--- src/design/kanji_output_code_converter_top_macros.svh ---
// Assertion macros shared by the converter RTL.
`ifndef KANJI_OUTPUT_CODE_CONVERTER_TOP_MACROS_SVH
`define KANJI_OUTPUT_CODE_CONVERTER_TOP_MACROS_SVH
`ifndef SYNTH
`define KOCC_ASSERT_IMP(lbl, ante, cons) \
    lbl: assert property (@(posedge clk) disable iff (!rst_n) (ante) |-> (cons)) \
        else $error("kocc check failed");
`define KOCC_ASSERT_NEXT(lbl, ante, cons) \
    lbl: assert property (@(posedge clk) disable iff (!rst_n) (ante) |=> (cons)) \
        else $error("kocc check failed");
`else
`define KOCC_ASSERT_IMP(lbl, ante, cons)
`define KOCC_ASSERT_NEXT(lbl, ante, cons)
`endif
`endif

--- src/design/kocc_pkg.sv ---
package kocc_pkg;

    // output code values
    localparam logic [1:0] OUT_EUC  = 2'd0;
    localparam logic [1:0] OUT_SJIS = 2'd1;
    localparam logic [1:0] OUT_JIS  = 2'd2;

    // internal code values
    localparam logic INT_EUC  = 1'b0;
    localparam logic INT_SJIS = 1'b1;

    // configuration register indexes
    localparam logic REG_OUTPUT_CODE   = 1'b0;
    localparam logic REG_INTERNAL_CODE = 1'b1;

    localparam logic [7:0] CHAR_ESC    = 8'h1B;
    localparam logic [7:0] CHAR_DOLLAR = 8'h24;
    localparam logic [7:0] CHAR_LPAREN = 8'h28;
    localparam logic [7:0] CHAR_B      = 8'h42;

    localparam int QUEUE_DEPTH = 4;
    localparam int QPTR_W      = $clog2(QUEUE_DEPTH);
    localparam int QCNT_W      = $clog2(QUEUE_DEPTH + 1);
    localparam int BEAT_W      = 2;

    typedef enum logic [1:0] {
        ESC_NONE,
        ESC_ENTER,
        ESC_LEAVE
    } esc_t;

    typedef enum logic [2:0] {
        OP_NONE,
        OP_BYTE,
        OP_E2S,
        OP_S2E,
        OP_S2J,
        OP_MASK
    } op_t;

    typedef struct packed {
        esc_t       esc;
        op_t        op;
        logic [7:0] lead;
        logic [7:0] trail;
    } cmd_t;

    typedef struct packed {
        logic full;
        logic empty;
    } q_status_t;

    function automatic logic [15:0] euc_to_sjis(input logic [7:0] a, input logic [7:0] b);
        logic [6:0] h;
        logic [6:0] l;
        logic [6:0] hm1;
        logic [7:0] half;
        logic [7:0] add;
        logic [7:0] ra;
        logic [7:0] rb;
        h    = a[6:0];
        l    = b[6:0];
        hm1  = h - 7'd1;
        half = (h == 7'd0) ? 8'hFF : {2'b00, hm1[6:1]};
        ra   = half + ((h <= 7'h5E) ? 8'h71 : 8'hB1);
        if (h[0])
        begin
            add = (l < 7'h60) ? 8'h1F : 8'h20;
        end
        else
        begin
            add = 8'h7E;
        end
        rb = {1'b0, l} + add;
        return {ra, rb};
    endfunction

    function automatic logic [15:0] sjis_to_euc(input logic [7:0] a, input logic [7:0] b);
        logic [7:0] h;
        logic [7:0] l;
        h = {a[6:0], 1'b0} - ((a <= 8'h9F) ? 8'hE1 : 8'h61);
        if (b < 8'h9F)
        begin
            l = b - ((b > 8'h7F) ? 8'h20 : 8'h1F);
        end
        else
        begin
            l = b - 8'h7E;
            h = h + 8'd1;
        end
        return {h | 8'h80, l | 8'h80};
    endfunction

endpackage

--- src/design/kocc_front.sv ---
module kocc_front (
    input  logic                 clk,
    input  logic                 rst_n,
    input  logic                 s_tvalid,
    output logic                 s_tready,
    input  logic [7:0]           s_tdata,
    input  logic [1:0]           output_code,
    input  logic                 internal_code,
    input  kocc_pkg::q_status_t  q_status,
    output logic                 push,
    output kocc_pkg::cmd_t       push_cmd
);

    typedef enum logic [1:0] {
        MODE_ASCII,
        MODE_LEAD,
        MODE_TRAIL
    } mode_t;

    mode_t      mode_reg, mode_next;
    logic [7:0] held_reg, held_next;
    logic       accept;
    logic       jis;
    kocc_pkg::cmd_t cmd;

    assign s_tready = !q_status.full;
    assign accept   = s_tvalid && !q_status.full;
    assign jis      = output_code[1];

    always_comb
    begin
        mode_next = mode_reg;
        held_next = held_reg;
        cmd.esc   = kocc_pkg::ESC_NONE;
        cmd.op    = kocc_pkg::OP_NONE;
        cmd.lead  = s_tdata;
        cmd.trail = s_tdata;
        if (s_tdata == 8'h00)
        begin
            // end of text: fall back to ASCII
            if (mode_reg != MODE_ASCII && jis)
            begin
                cmd.esc = kocc_pkg::ESC_LEAVE;
            end
            mode_next = MODE_ASCII;
        end
        else if (output_code == {1'b0, internal_code})
        begin
            cmd.op = kocc_pkg::OP_BYTE;
        end
        else
        begin
            if (mode_reg == MODE_ASCII && s_tdata[7])
            begin
                if (jis)
                begin
                    cmd.esc = kocc_pkg::ESC_ENTER;
                end
                mode_next = MODE_LEAD;
            end
            else if (mode_reg == MODE_LEAD && !s_tdata[7])
            begin
                if (jis)
                begin
                    cmd.esc = kocc_pkg::ESC_LEAVE;
                end
                mode_next = MODE_ASCII;
            end

            case (mode_next)
                MODE_ASCII:
                begin
                    cmd.op = kocc_pkg::OP_BYTE;
                end
                MODE_LEAD:
                begin
                    held_next = s_tdata;
                    mode_next = MODE_TRAIL;
                end
                default:
                begin
                    cmd.lead = held_reg;
                    if (internal_code == kocc_pkg::INT_SJIS)
                    begin
                        cmd.op = jis ? kocc_pkg::OP_S2J : kocc_pkg::OP_S2E;
                    end
                    else if (output_code == kocc_pkg::OUT_SJIS)
                    begin
                        cmd.op = kocc_pkg::OP_E2S;
                    end
                    else
                    begin
                        cmd.op = kocc_pkg::OP_MASK;
                    end
                    mode_next = MODE_LEAD;
                end
            endcase
        end
    end

    // only items that give bytes go to the back
    assign push     = accept && (cmd.esc != kocc_pkg::ESC_NONE || cmd.op != kocc_pkg::OP_NONE);
    assign push_cmd = cmd;

    always_ff @(posedge clk or negedge rst_n)
    begin
        if (!rst_n)
        begin
            mode_reg <= MODE_ASCII;
            held_reg <= 8'h00;
        end
        else if (accept)
        begin
            mode_reg <= mode_next;
            held_reg <= held_next;
        end
    end

endmodule

--- src/design/kocc_queue.sv ---
module kocc_queue (
    input  logic                clk,
    input  logic                rst_n,
    input  logic                push,
    input  kocc_pkg::cmd_t      push_cmd,
    input  logic                pop,
    output kocc_pkg::cmd_t      head_cmd,
    output kocc_pkg::q_status_t status
);

    kocc_pkg::cmd_t                  mem_reg [kocc_pkg::QUEUE_DEPTH];
    logic [kocc_pkg::QPTR_W-1:0]     wr_ptr_reg, wr_ptr_next;
    logic [kocc_pkg::QPTR_W-1:0]     rd_ptr_reg, rd_ptr_next;
    logic [kocc_pkg::QCNT_W-1:0]     count_reg, count_next;

    assign status.full  = (count_reg == kocc_pkg::QCNT_W'(kocc_pkg::QUEUE_DEPTH));
    assign status.empty = (count_reg == '0);
    assign head_cmd     = mem_reg[rd_ptr_reg];

    always_comb
    begin
        wr_ptr_next = wr_ptr_reg;
        rd_ptr_next = rd_ptr_reg;
        count_next  = count_reg;
        if (push)
        begin
            wr_ptr_next = (wr_ptr_reg == kocc_pkg::QPTR_W'(kocc_pkg::QUEUE_DEPTH - 1)) ?
                          '0 : wr_ptr_reg + 1'b1;
        end
        if (pop)
        begin
            rd_ptr_next = (rd_ptr_reg == kocc_pkg::QPTR_W'(kocc_pkg::QUEUE_DEPTH - 1)) ?
                          '0 : rd_ptr_reg + 1'b1;
        end
        if (push && !pop)
        begin
            count_next = count_reg + 1'b1;
        end
        else if (pop && !push)
        begin
            count_next = count_reg - 1'b1;
        end
    end

    always_ff @(posedge clk or negedge rst_n)
    begin
        if (!rst_n)
        begin
            wr_ptr_reg <= '0;
            rd_ptr_reg <= '0;
            count_reg  <= '0;
        end
        else
        begin
            wr_ptr_reg <= wr_ptr_next;
            rd_ptr_reg <= rd_ptr_next;
            count_reg  <= count_next;
        end
    end

    always_ff @(posedge clk)
    begin
        if (push)
        begin
            mem_reg[wr_ptr_reg] <= push_cmd;
        end
    end

endmodule

--- src/design/kocc_back.sv ---
module kocc_back (
    input  logic                clk,
    input  logic                rst_n,
    input  kocc_pkg::cmd_t      head_cmd,
    input  kocc_pkg::q_status_t q_status,
    output logic                pop,
    output logic                m_tvalid,
    input  logic                m_tready,
    output logic [7:0]          m_tdata,
    output logic                m_tlast
);

    logic [kocc_pkg::BEAT_W-1:0] beat_reg, beat_next;
    logic                        out_valid_reg, out_valid_next;
    logic [7:0]                  out_data_reg, out_data_next;
    logic                        out_last_reg, out_last_next;
    logic                        load;
    logic                        has_esc;
    logic [kocc_pkg::BEAT_W:0]   n_beats;
    logic                        is_last;
    logic [15:0]                 pair;
    logic [7:0]                  d0;
    logic [7:0]                  d1;
    logic [7:0]                  esc_mid;
    logic [7:0]                  beat_byte;

    assign has_esc = (head_cmd.esc != kocc_pkg::ESC_NONE);
    assign esc_mid = (head_cmd.esc == kocc_pkg::ESC_ENTER) ?
                     kocc_pkg::CHAR_DOLLAR : kocc_pkg::CHAR_LPAREN;

    // convert the pair
    always_comb
    begin
        pair = {head_cmd.lead, head_cmd.trail};
        case (head_cmd.op)
            kocc_pkg::OP_E2S: pair = kocc_pkg::euc_to_sjis(head_cmd.lead, head_cmd.trail);
            kocc_pkg::OP_S2E: pair = kocc_pkg::sjis_to_euc(head_cmd.lead, head_cmd.trail);
            kocc_pkg::OP_S2J: pair = kocc_pkg::sjis_to_euc(head_cmd.lead, head_cmd.trail)
                                     & 16'h7F7F;
            kocc_pkg::OP_MASK: pair = {head_cmd.lead, head_cmd.trail} & 16'h7F7F;
            default: pair = {head_cmd.lead, head_cmd.trail};
        endcase
        d0 = pair[15:8];
        d1 = pair[7:0];
    end

    always_comb
    begin
        n_beats = has_esc ? 3'd3 : 3'd0;
        case (head_cmd.op)
            kocc_pkg::OP_NONE: n_beats = n_beats;
            kocc_pkg::OP_BYTE: n_beats = n_beats + 3'd1;
            default:           n_beats = n_beats + 3'd2;
        endcase
        is_last = ({1'b0, beat_reg} == n_beats - 3'd1);
    end

    always_comb
    begin
        beat_byte = d0;
        if (has_esc)
        begin
            case (beat_reg)
                2'd0:    beat_byte = kocc_pkg::CHAR_ESC;
                2'd1:    beat_byte = esc_mid;
                2'd2:    beat_byte = kocc_pkg::CHAR_B;
                default: beat_byte = d0;
            endcase
        end
        else
        begin
            beat_byte = beat_reg[0] ? d1 : d0;
        end
    end

    // load a beat whenever the queue holds a command and the output register is free or drains
    assign load = !q_status.empty && (!out_valid_reg || m_tready);
    assign pop  = load && is_last;

    always_comb
    begin
        beat_next      = beat_reg;
        out_valid_next = out_valid_reg;
        out_data_next  = out_data_reg;
        out_last_next  = out_last_reg;
        if (load)
        begin
            out_valid_next = 1'b1;
            out_data_next  = beat_byte;
            out_last_next  = is_last;
            beat_next      = is_last ? '0 : beat_reg + 1'b1;
        end
        else if (m_tready)
        begin
            out_valid_next = 1'b0;
        end
    end

    always_ff @(posedge clk or negedge rst_n)
    begin
        if (!rst_n)
        begin
            beat_reg      <= '0;
            out_valid_reg <= 1'b0;
        end
        else
        begin
            beat_reg      <= beat_next;
            out_valid_reg <= out_valid_next;
        end
    end

    always_ff @(posedge clk)
    begin
        out_data_reg <= out_data_next;
        out_last_reg <= out_last_next;
    end

    assign m_tvalid = out_valid_reg;
    assign m_tdata  = out_data_reg;
    assign m_tlast  = out_last_reg;

endmodule

--- src/design/kanji_output_code_converter_top.sv ---
// Channel   Direction  Signals                      Content
// s_*       in         s_tvalid s_tready s_tdata    text byte in the internal code
// m_*       out        m_tvalid m_tready m_tdata    converted byte, m_tlast ends its group
// cfg_*     in         cfg_we cfg_index cfg_data    output_code (0), internal_code (1)
//
// One input beat is taken per cycle while the command queue has room; the
// classifier updates the shift state as each byte is taken.
// The back end sends one output beat per cycle unless the queue is empty or
// m_tready stalls it; an input byte makes 0 to 4 beats, escape sequences included.
// Reset clears the shift state, held lead byte, queue and output valid flag.
// A stall on m_tready fills the queue, then drops s_tready; the front and
// the back otherwise stall on their own.
`include "kanji_output_code_converter_top_macros.svh"

module kanji_output_code_converter_top (
    input  logic       clk,
    input  logic       rst_n,
    input  logic       s_tvalid,
    output logic       s_tready,
    input  logic [7:0] s_tdata,    // [7:0] in_byte
    output logic       m_tvalid,
    input  logic       m_tready,
    output logic [7:0] m_tdata,    // [7:0] out_byte
    output logic       m_tlast,
    input  logic       cfg_we,
    input  logic       cfg_index,
    input  logic [1:0] cfg_data
);

    logic [1:0]          output_code_reg;
    logic                internal_code_reg;
    logic                push;
    logic                pop;
    kocc_pkg::cmd_t      push_cmd;
    kocc_pkg::cmd_t      head_cmd;
    kocc_pkg::q_status_t q_status;

    // configuration registers; the user writes them only while idle, which the block does not enforce
    always_ff @(posedge clk or negedge rst_n)
    begin
        if (!rst_n)
        begin
            output_code_reg   <= kocc_pkg::OUT_EUC;
            internal_code_reg <= kocc_pkg::INT_EUC;
        end
        else if (cfg_we)
        begin
            case (cfg_index)
                kocc_pkg::REG_OUTPUT_CODE:   output_code_reg   <= cfg_data;
                kocc_pkg::REG_INTERNAL_CODE: internal_code_reg <= cfg_data[0];
                default:                     output_code_reg   <= output_code_reg;
            endcase
        end
    end

    // classify bytes and track the shift mode
    kocc_front u_front (
        .clk           (clk),
        .rst_n         (rst_n),
        .s_tvalid      (s_tvalid),
        .s_tready      (s_tready),
        .s_tdata       (s_tdata),
        .output_code   (output_code_reg),
        .internal_code (internal_code_reg),
        .q_status      (q_status),
        .push          (push),
        .push_cmd      (push_cmd)
    );

    // hold commands between the two halves
    kocc_queue u_queue (
        .clk      (clk),
        .rst_n    (rst_n),
        .push     (push),
        .push_cmd (push_cmd),
        .pop      (pop),
        .head_cmd (head_cmd),
        .status   (q_status)
    );

    // convert pairs and emit escapes and data one beat at a time
    kocc_back u_back (
        .clk      (clk),
        .rst_n    (rst_n),
        .head_cmd (head_cmd),
        .q_status (q_status),
        .pop      (pop),
        .m_tvalid (m_tvalid),
        .m_tready (m_tready),
        .m_tdata  (m_tdata),
        .m_tlast  (m_tlast)
    );

    // a group that is not finished keeps its command at the queue head
    `KOCC_ASSERT_NEXT(a_group_continues, m_tvalid && m_tready && !m_tlast, m_tvalid)
    // seven-bit output never carries a high bit
    `KOCC_ASSERT_IMP(a_jis_seven_bit, m_tvalid && output_code_reg[1], !m_tdata[7])
    // the front never pushes into a full queue
    `KOCC_ASSERT_IMP(a_no_overflow, push, !q_status.full && s_tvalid)

endmodule
--- config.mk ---
export PLATFORM = sky130hd
export DESIGN_NAME = kanji_output_code_converter_top
export DESIGN_NICKNAME = d
export VERILOG_FILES = /design/src/design/kocc_pkg.sv /design/src/design/kocc_front.sv /design/src/design/kocc_queue.sv /design/src/design/kocc_back.sv /design/src/design/kanji_output_code_converter_top.sv
export VERILOG_INCLUDE_DIRS = /design/src /design/src/design
export SDC_FILE = /design/constraint.sdc
export NUM_CORES = 1
export LEC_CHECK = 0
export BUFFER_PORTS_ARGS = -buffer_cell sky130_fd_sc_hd__buf_2
export CAP_MARGIN = 20
export CORE_AREA = 2 2 118 120
export CTS_BUF_LIST = sky130_fd_sc_hd__clkbuf_8
export DETAILED_ROUTE_END_ITERATION = 6
export DIE_AREA = 0 0 120 122
export HOLD_SLACK_MARGIN = 0.05
export PLACE_DENSITY = 0.65
export SLEW_MARGIN = 20
export SYNTH_ARGS = -nofsm -noshare
export SYNTH_HDL_FRONTEND = slang
export SYNTH_HIERARCHICAL = 1
export SYNTH_SLANG_ARGS = --single-unit
--- constraint.sdc ---
create_clock -name clk -period 7.45 [get_ports clk]
set_input_delay 1.1175 -clock clk [delete_from_list [all_inputs] [get_ports clk]]
set_output_delay 1.1175 -clock clk [all_outputs]
set_load 0.02 [all_outputs]
==> results of run 1 <==
## cell type report
type / count / area, sq um
Tap cell: 180 / 225
Inverter: 24 / 90.1
Multi-Input combinational cell: 368 / 2930
Sequential cell: 116 / 3370
Clock inverter: 14 / 143
Fill cell: 1160 / 6340
Clock buffer: 18 / 248
Timing Repair Buffer: 29 / 160
## cell families after synthesis
family | share of synthesized area, %
and+or+nand+nor | 11.9
AOI/OAI and AO/OA | 12.2
DFF | 51.3
buffers and inverters | 4.30
muxes | 10.2
adders and majority gates | 6.82
xor gates and xnor gates | 3.33
## layer usage
layer	vias up	wire [um]	global-route usage, %
met4	0	425	9.49
met1	2142	5690	23.9
met5	-	0	0
li1	2092	-	-
met3	30	705	5.29
met2	127	6630	32.9
## final timing paths
| check | startpoint | end | slack [ps] | cells after the start |
|---|---|---|---|---|
| min | u_front/held_reg[7]$_DFFE_PN0P_ | u_front/held_reg[7]$_DFFE_PN0P_ | 490 | 1 |
| max in group asynchronous | rst_n | u_queue/rd_ptr_reg[0]$_DFFE_PN0P_ | 6440 | 1 |
| min reg2reg | u_front/held_reg[7]$_DFFE_PN0P_ | u_front/held_reg[7]$_DFFE_PN0P_ | 490 | 1 |
| max reg2reg | u_queue/rd_ptr_reg[0]$_DFFE_PN0P_ | u_back/m_tdata[4]$_DFFE_PP_ | 3330 | 10 |
| max | u_queue/rd_ptr_reg[0]$_DFFE_PN0P_ | u_back/m_tdata[4]$_DFFE_PP_ | 3330 | 10 |
| min in group asynchronous | rst_n | u_front/held_reg[3]$_DFFE_PN0P_ | 650 | 1 |
## placed cells by master (no fill, tap or decap), types with 5 or more instances in the layout
master and instances:
edfxtp_1 93, nand2_1 39, nor2_1 31, o21ai_0 31, ha_1 31, buf_2 26
a21oi_1 24, dfrtp_1 23, inv_1 23, clkbuf_8 18, mux4_2 18, nand3_1 17
xnor2_1 15, nor3_1 15, mux2_2 12, xor2_1 10, nand2b_1 8, and2_1 8
o21a_1 8, a22oi_1 7, o22ai_1 6, inv_6 5, nor3b_1 5
## through the flow
step                area [sq um]  hold slack [ps]  setup slack, ps
global route                7160              503             3030
detailed placement          6750              456             3250
global placement            6750              452             3330
finish                      7160              486             3330
floorplan                   6570              436             3900
CTS                         7140              477             3380
==> flow_metrics.py, run 1 <==
metrics = {
    "logic_synthesis": {
        "yosysTopAreaCell": "edfxtp_1",
        "synth.avg_cell_area_sq_um": 12.3,
        "ys.warnings.count": 6,
        "synth_area_leaders": "edfxtp_1 (42%), dfrtp_1 (8.8%), mux4_2 (6.2%)",
        "netlist.area_leader.share_pct": 42.5,
        "ys.flop_type": "edfxtp_1",
        "syn_area_sq_mm": 0.00657,
        "yosysMostFrequentCell": "edfxtp_1",
        "syn_inst": 536,
        "synth-edff-count": 93,
        "synthesis.nets": 586,
        "ys_seq_area_share_pct": 51.3,
        "yosysUniqueCellTypes": 70,
        "ys_top_cells_by_count": "edfxtp_1 (93), nand2_1 (39), ha_1 (31), nor2_1 (31), o21ai_0 (31)",
        "async_reset_ff_share_pct": 19.8,
        "ys_ff_latch": 116,
    },
    "cells_and_area": {
        "area_delta_synth_final_pct": 8.99,
        "antenna_cells": 0,
        "final_net_count": 606,
        "final_util_pct": 53.0,
        "largest_register_ffs": 84,
        "final_cells": 749,
        "drive_gt1_share_pct": 18.3,
    },
    "cts": {
        "h-tree-depth": 4,
        "cts_tree": "done",
        "clock_path_buffers": 2,
        "cts_buffers": 17,
        "cts_resized": 0,
        "hold_buffers": 0,
        "cts_root_buf": "clkbuf_8",
        "cts_sinks": 116,
        "clock_latency_ps": 430,
        "clk_pin_slew_ps": 70,
        "post-cts-setup-buffers": 0,
    },
    "global_route": {
        "grt_pass1_wl_mm": 21.9,
        "grt_max_degree": 25,
        "antenna_found_initial": 0,
        "overflow": 0,
        "grt_pass1_vias": 4314,
        "grtUsageTotal_pct": 19.7,
    },
    "critical_path": {
        "cp.arrival_ps": 4270,
        "cp_top_family": "simple AND/OR/NAND/NOR gates",
        "crit_type": "flop to flop",
        "startpoint_type": "flop",
        "required_ps": 7600,
        "critical_path.max_fanout": 24,
        "timing.critical_path.buf_inv": 1,
        "worstSetupEndpointType": "flop",
        "worstPathCellList": "buf_4 -> mux4_2 -> nor4_1 -> nand3b_1 -> nand2_1 -> ha_1 -> mux2_4 -> a22o_1 -> a222oi_1 -> o221ai_1",
        "crit_slowest_cell": "mux4_2",
        "critical-path-max-stage-delay_ps": 710,
    },
    "placed_design": {
        "dp_hpwl_mm": 9.65,
        "routabilityCongestion": 0.890,
        "portBuffers": 26,
        "dp.cells": 716,
    },
    "sta": {
        "rsz0062_at_grt": "false",
        "setup_tns_ps": 0,
        "fin_crit_ps": 4120,
        "hold_viol": 0,
        "slew_viol_final": 0,
        "finalSetupViolCount": 0,
        "max_freq_ghz": 0.243,
        "worstMarginPinSlew_ps": 1070,
        "fin_crit_sh_pct": 55.3,
        "slew_headroom_pct": 29.0,
        "fin_worst_skew_ps": 7.74,
    },
    "detailed_routing": {
        "drt-vias-per-instance": 5.86,
        "wl_per_cell_um": 18.0,
        "drtIter0Drc": 290,
        "dr.pass1.iters": 5,
        "drc_errors": 0,
        "ant_nets": 0,
        "via_count": 4391,
        "drt-total-wl_mm": 13.4,
    },
    "die": {
        "core-area_sq_mm": 0.0135,
        "die-height_um": 122,
        "dieWidth_um": 120,
        "num_io_pins": 27,
        "die_area_sq_mm": 0.0146,
        "num_rows": 43,
        "initial_core_util_pct": 48.7,
    },
    "worst_hold_path": {
        "hp-class": "flop to flop",
    },
    "flow_run": {
        "cap_violations": 0,
    },
    "run_status": {
        "status": "completed",
    },
}
Power of run 1 is left out: the tool's default activity adds up to more than one toggle a clock period on the data nets, which glitch-free logic cannot reach.
==> run 2, diff against run 1 <==
- PLACE_DENSITY: 0.65 -> 0.67
- clock period: 7.45 -> 3.55 ns (I/O delays scaled with it)
==> flow_metrics.py, run 2 (synthesis gave the netlist of run 1 again) <==
metrics = {
    "global_route": {
        "use_met3_pct": 5.66,
        "grt_max_degree": 24,
        "grt_pass1_vias": 4493,
        "antenna_found_initial": 0,
        "globalRoute.busiestLayer": "met2",
        "overflow": 0,
        "grtUsageTotal_pct": 20.8,
        "grt_pass1_wl_mm": 23.0,
        "grt_use_met2_pct": 34.6,
        "grt_use_met1_pct": 26.0,
    },
    "sta": {
        "hold_viol": 0,
        "fin_crit_sh_pct": 95.9,
        "fin_worst_skew_ps": 15.2,
        "max_freq_ghz": 0.294,
        "fin_crit_ps": 3400,
        "finalSetupViolCount": 0,
        "slew_viol_final": 0,
        "slew_headroom_pct": 59.0,
        "whs_ps": 70.1,
        "setup_tns_ps": 0,
        "worstMarginPinSlew_ps": 615,
    },
    "cts": {
        "hold_buffers": 0,
        "clock_path_buffers": 2,
        "cts_root_buf": "clkbuf_8",
        "clock_latency_ps": 440,
        "clk_pin_slew_ps": 60,
        "cts_tree": "done",
        "h-tree-depth": 4,
        "cts_sinks": 116,
        "cts_buffers": 17,
    },
    "die": {
        "dieWidth_um": 120,
        "num_io_pins": 27,
        "core-area_sq_mm": 0.0135,
        "num_rows": 43,
        "die-height_um": 122,
        "initial_core_util_pct": 48.7,
        "die_area_sq_mm": 0.0146,
    },
    "cells_and_area": {
        "antenna_cells": 0,
        "final_cells": 784,
        "final_net_count": 643,
        "layout_common_cells": "edfxtp_1 (93), nand2_1 (39), buf_4 (37), nor2_1 (31), ha_1 (30)",
        "finish.instance_area_sq_mm": 0.00749,
        "area_delta_synth_final_pct": 13.9,
        "largest_register_ffs": 84,
        "drive_gt1_share_pct": 23.5,
        "layout_commonest_cell": "edfxtp_1",
    },
    "placed_design": {
        "dp_hpwl_mm": 10.5,
        "dp.cells": 753,
        "routabilityCongestion": 0.876,
        "portBuffers": 26,
        "dpl_cell_area_sq_mm": 0.00706,
    },
    "flow_run": {
        "cap_violations": 0,
    },
    "detailed_routing": {
        "drt-vias-per-instance": 5.76,
        "ant_nets": 0,
        "drt-total-wl_mm": 14.3,
        "dr.pass1.iters": 5,
        "wl_per_cell_um": 18.2,
        "drtIter0Drc": 398,
        "via_count": 4518,
        "drc_errors": 0,
    },
    "critical_path": {
        "crit_type": "flop to flop",
        "cp.arrival_ps": 3580,
        "startpoint": "u_queue/rd_ptr_reg[0]$_DFFE_PN0P_",
        "critical_path.max_fanout": 13,
        "startpoint_type": "flop",
        "r2r_start": "u_queue/rd_ptr_reg[0]$_DFFE_PN0P_",
        "required_ps": 3730,
        "r2r.worst_path.cells": 14,
        "worstSetupEndpointType": "flop",
    },
    "worst_hold_path": {
        "hp-class": "input pin to async pin",
    },
    "run_status": {
        "status": "completed",
    },
}
-- run 2: cell count changes in the layout (fill, tap and decap cells not counted), sizes merged --
| cell | previous run | this run |
|---|---|---|
| bufinv | 1 | 3 |
| clkinv | 5 | 8 |
| clkbuf | 18 | 17 |
| buf | 29 | 66 |
| inv | 30 | 24 |
-- run 2: area by class of cell --
type / count / area (sq um)
flip-flops and latches: 116 / 3370
clock inverters: 13 / 144
repair buffers: 66 / 468
inverters: 24 / 90.1
clock buffers: 17 / 234
fillers: 1137 / 6020
multi-input cells: 368 / 2960
well taps: 180 / 225
-- run 2: through the flow --
step           utilization [%]  setup slack (ps)
6_report                  55.4               147
5_1_grt                   55.4            -0.445
4_1_cts                   55.1              32.6
3_5_place_dp              52.3             -1.79
3_3_place_gp              52.3              15.2
2_1_floorplan                -              22.3
-- run 2: layer usage --
metal | up-vias | wire length [um]
met5 | - | 0
met4 | 0 | 319
met2 | 115 | 7080
li1 | 2166 | -
met1 | 2211 | 6320
met3 | 26 | 536
-- run 2: repair_timing --
item                                    4_1_cts  5_1_grt
pin swaps                                     0        2
setup buffers                                 0        1
endpoints found under the setup margin        1        6
resized for setup                             1       13
-- run 2: worst paths after layout --
| path | to | slack (ps) |
|---|---|---|
| setup / recovery | u_back/m_tdata[6]$_DFFE_PP_ | 150 |
| hold / removal | u_front/held_reg[4]$_DFFE_PN0P_ | 70 |
| setup reg to reg | u_back/m_tdata[6]$_DFFE_PP_ | 150 |
| hold reg to reg | u_front/held_reg[7]$_DFFE_PN0P_ | 470 |
| max in group asynchronous | u_queue/rd_ptr_reg[1]$_DFFE_PN0P_ | 3080 |
| min in group clk | output_code_reg[1]$_DFFE_PN0P_ | 330 |
-- run 2: critical path, stage by stage, from the launching register on --
cell and delay [ps]:
dfrtp_1 400, buf_12 170, buf_12 160, mux4_2 360, buf_4 160, a21oi_1 90
ha_1 250, fa_2 370, a21o_1 180, a211oi_1 250, o21bai_1 130, xor2_1 170
nand4b_1 100, o211ai_1 90, a221o_1 270
Power of run 2 is left out for the same reason.
==> run 3, diff against run 2 <==
- CORE_AREA: 2 2 118 120 -> 2 2 139 141
- DIE_AREA: 0 0 120 122 -> 0 0 141 143
- PLACE_DENSITY: 0.67 -> 0.51
- REMOVE_ABC_BUFFERS: default -> 1
==> flow_metrics.py, run 3 (synthesis gave the netlist of run 1 again) <==
metrics = {
    "run_status": {
        "status": "completed",
    },
    "global_route": {
        "grt_pass1_vias": 4583,
        "grt_pass1_wl_mm": 24.9,
        "antenna_found_initial": 0,
        "grt_max_degree": 24,
        "overflow": 0,
        "grtUsageTotal_pct": 16.4,
    },
    "critical_path": {
        "required_ps": 3870,
        "critical-path-max-stage-delay_ps": 580,
        "cp.arrival_ps": 3710,
        "cp_top_family": "simple AND/OR/NAND/NOR gates",
        "timing.critical_path.buf_inv": 3,
        "worstSetupEndpointType": "flop",
        "startpoint_type": "flop",
        "crit_slowest_cell": "mux4_2",
        "worstPathCellList": "buf_12 -> mux4_2 -> or2_2 -> or4_1 -> o21ai_1 -> and2_1 -> inv_1 -> ha_1 -> inv_1 -> fa_1 -> mux2_2",
        "crit_type": "flop to flop",
        "critical_path.max_fanout": 13,
        "cp_common_cell": "inv_1",
        "startpoint": "u_queue/rd_ptr_reg[0]$_DFFE_PN0P_",
        "r2r_start": "u_queue/rd_ptr_reg[0]$_DFFE_PN0P_",
    },
    "cells_and_area": {
        "multi_input_area_sq_mm": 0.00297,
        "regArea_sq_mm": 0.00337,
        "layout_common_cells": "edfxtp_1 (93), buf_4 (54), nand2_1 (39), nor2_1 (31), o21ai_0 (30)",
        "largest_register_ffs": 84,
        "layout_commonest_cell": "edfxtp_1",
        "drive_gt1_share_pct": 26.7,
        "nFillCells": 1748,
        "finish.instance_area_sq_mm": 0.00771,
        "area_delta_synth_final_pct": 17.4,
        "antenna_cells": 0,
        "final_net_count": 659,
    },
    "sta": {
        "slew_headroom_pct": 55.8,
        "fin_worst_skew_ps": 16.3,
        "max_freq_ghz": 0.294,
        "hold_viol": 0,
        "fin_crit_sh_pct": 95.7,
        "worstMarginPinSlew_ps": 662,
        "finalSetupViolCount": 0,
        "setup_tns_ps": 0,
        "fin_crit_ps": 3400,
        "rsz0062_at_grt": "true",
        "slew_viol_final": 0,
    },
    "placed_design": {
        "dpl_cell_area_sq_mm": 0.00720,
        "routabilityCongestion": 0.886,
        "portBuffers": 26,
        "dp_hpwl_mm": 11.6,
    },
    "die": {
        "dieWidth_um": 141,
        "die-height_um": 143,
        "die_area_sq_mm": 0.0202,
        "core-area_sq_mm": 0.0186,
        "initial_core_util_pct": 35.4,
        "num_io_pins": 27,
        "num_rows": 50,
    },
    "cts": {
        "cts_root_buf": "clkbuf_8",
        "clk_pin_slew_ps": 70,
        "h-tree-depth": 4,
        "hold_buffers": 0,
        "cts_tree": "done",
        "clock_latency_ps": 440,
        "cts_sinks": 116,
        "clock_path_buffers": 2,
        "cts_buffers": 17,
    },
    "flow_run": {
        "cap_violations": 0,
    },
    "detailed_routing": {
        "drc_errors": 0,
        "via_count": 4620,
        "dr.pass1.iters": 5,
        "ant_nets": 0,
        "drt-vias-per-instance": 5.40,
        "drt-total-wl_mm": 15.8,
        "wl_per_cell_um": 18.5,
        "drtIter0Drc": 387,
    },
    "worst_hold_path": {
        "hp-class": "input pin to async pin",
    },
}
==> run 3: stage by stage <==
| step | hold slack, ps | worst slack (ps) | instances | utilization [%] |
|---|---|---|---|---|
| 6_report | 94.8 | 152 | 856 | 41.5 |
| 5_1_grt | 94.3 | -23.9 | 856 | 41.5 |
| 4_1_cts | 75.1 | 0.313 | 850 | 41.0 |
| 3_5_place_dp | 456 | 9.26 | 818 | 38.8 |
| 3_3_place_gp | 454 | 93.3 | 818 | 38.8 |
| 2_1_floorplan | 237 | -443 | 508 | - |
==> run 3: cell type report <==
class,count,area share [%]
tap,234,3.80
clock inverter,15,2.35
sequential,116,43.7
multi-input combinational,368,38.5
timing repair buffer,82,7.46
clock buffer,17,3.03
inverter,24,1.17
==> run 3: path summary, 6_finish.rpt <==
check	to	slack (ps)	cells past startpoint
min	u_queue/wr_ptr_reg[1]$_DFFE_PN0P_	90	1
max in group asynchronous	u_front/mode_reg[1]$_DFFE_PN0P_	3070	1
min reg2reg	u_front/held_reg[7]$_DFFE_PN0P_	480	1
max	u_queue/count_reg[1]$_DFFE_PN0P_	150	11
max reg2reg	u_queue/count_reg[1]$_DFFE_PN0P_	150	11
min in group clk	output_code_reg[1]$_DFFE_PN0P_	330	2
==> run 3: per-layer routing <==
metal,part of all wire (%),GRT usage [%],vias to the layer above
met3,4.0,3.25,25
met5,0,0,-
met2,49,27.2,125
met4,2.2,6.42,0
met1,45,21.4,2279
li1,-,-,2191
==> run 3: repair_timing <==
item / 4_1_cts / 5_1_grt
gates resized for setup: 0 / 15
buffers inserted: 0 / 6
setup endpoints to repair: 0 / 6
endpoints found under the hold margin: 0 / 0
==> run 3: worst register-to-register path: cells and delay by family (launching register included) <==
family	cells	cell delay (ps)
AO/OA/AOI/OAI	1	120
adder cells (fa/ha/maj)	2	590
buffers and inverters	3	300
flip-flops	1	380
multiplexers	2	850
AND/OR/NAND/NOR	3	1060
Power of run 3 is left out for the same reason.
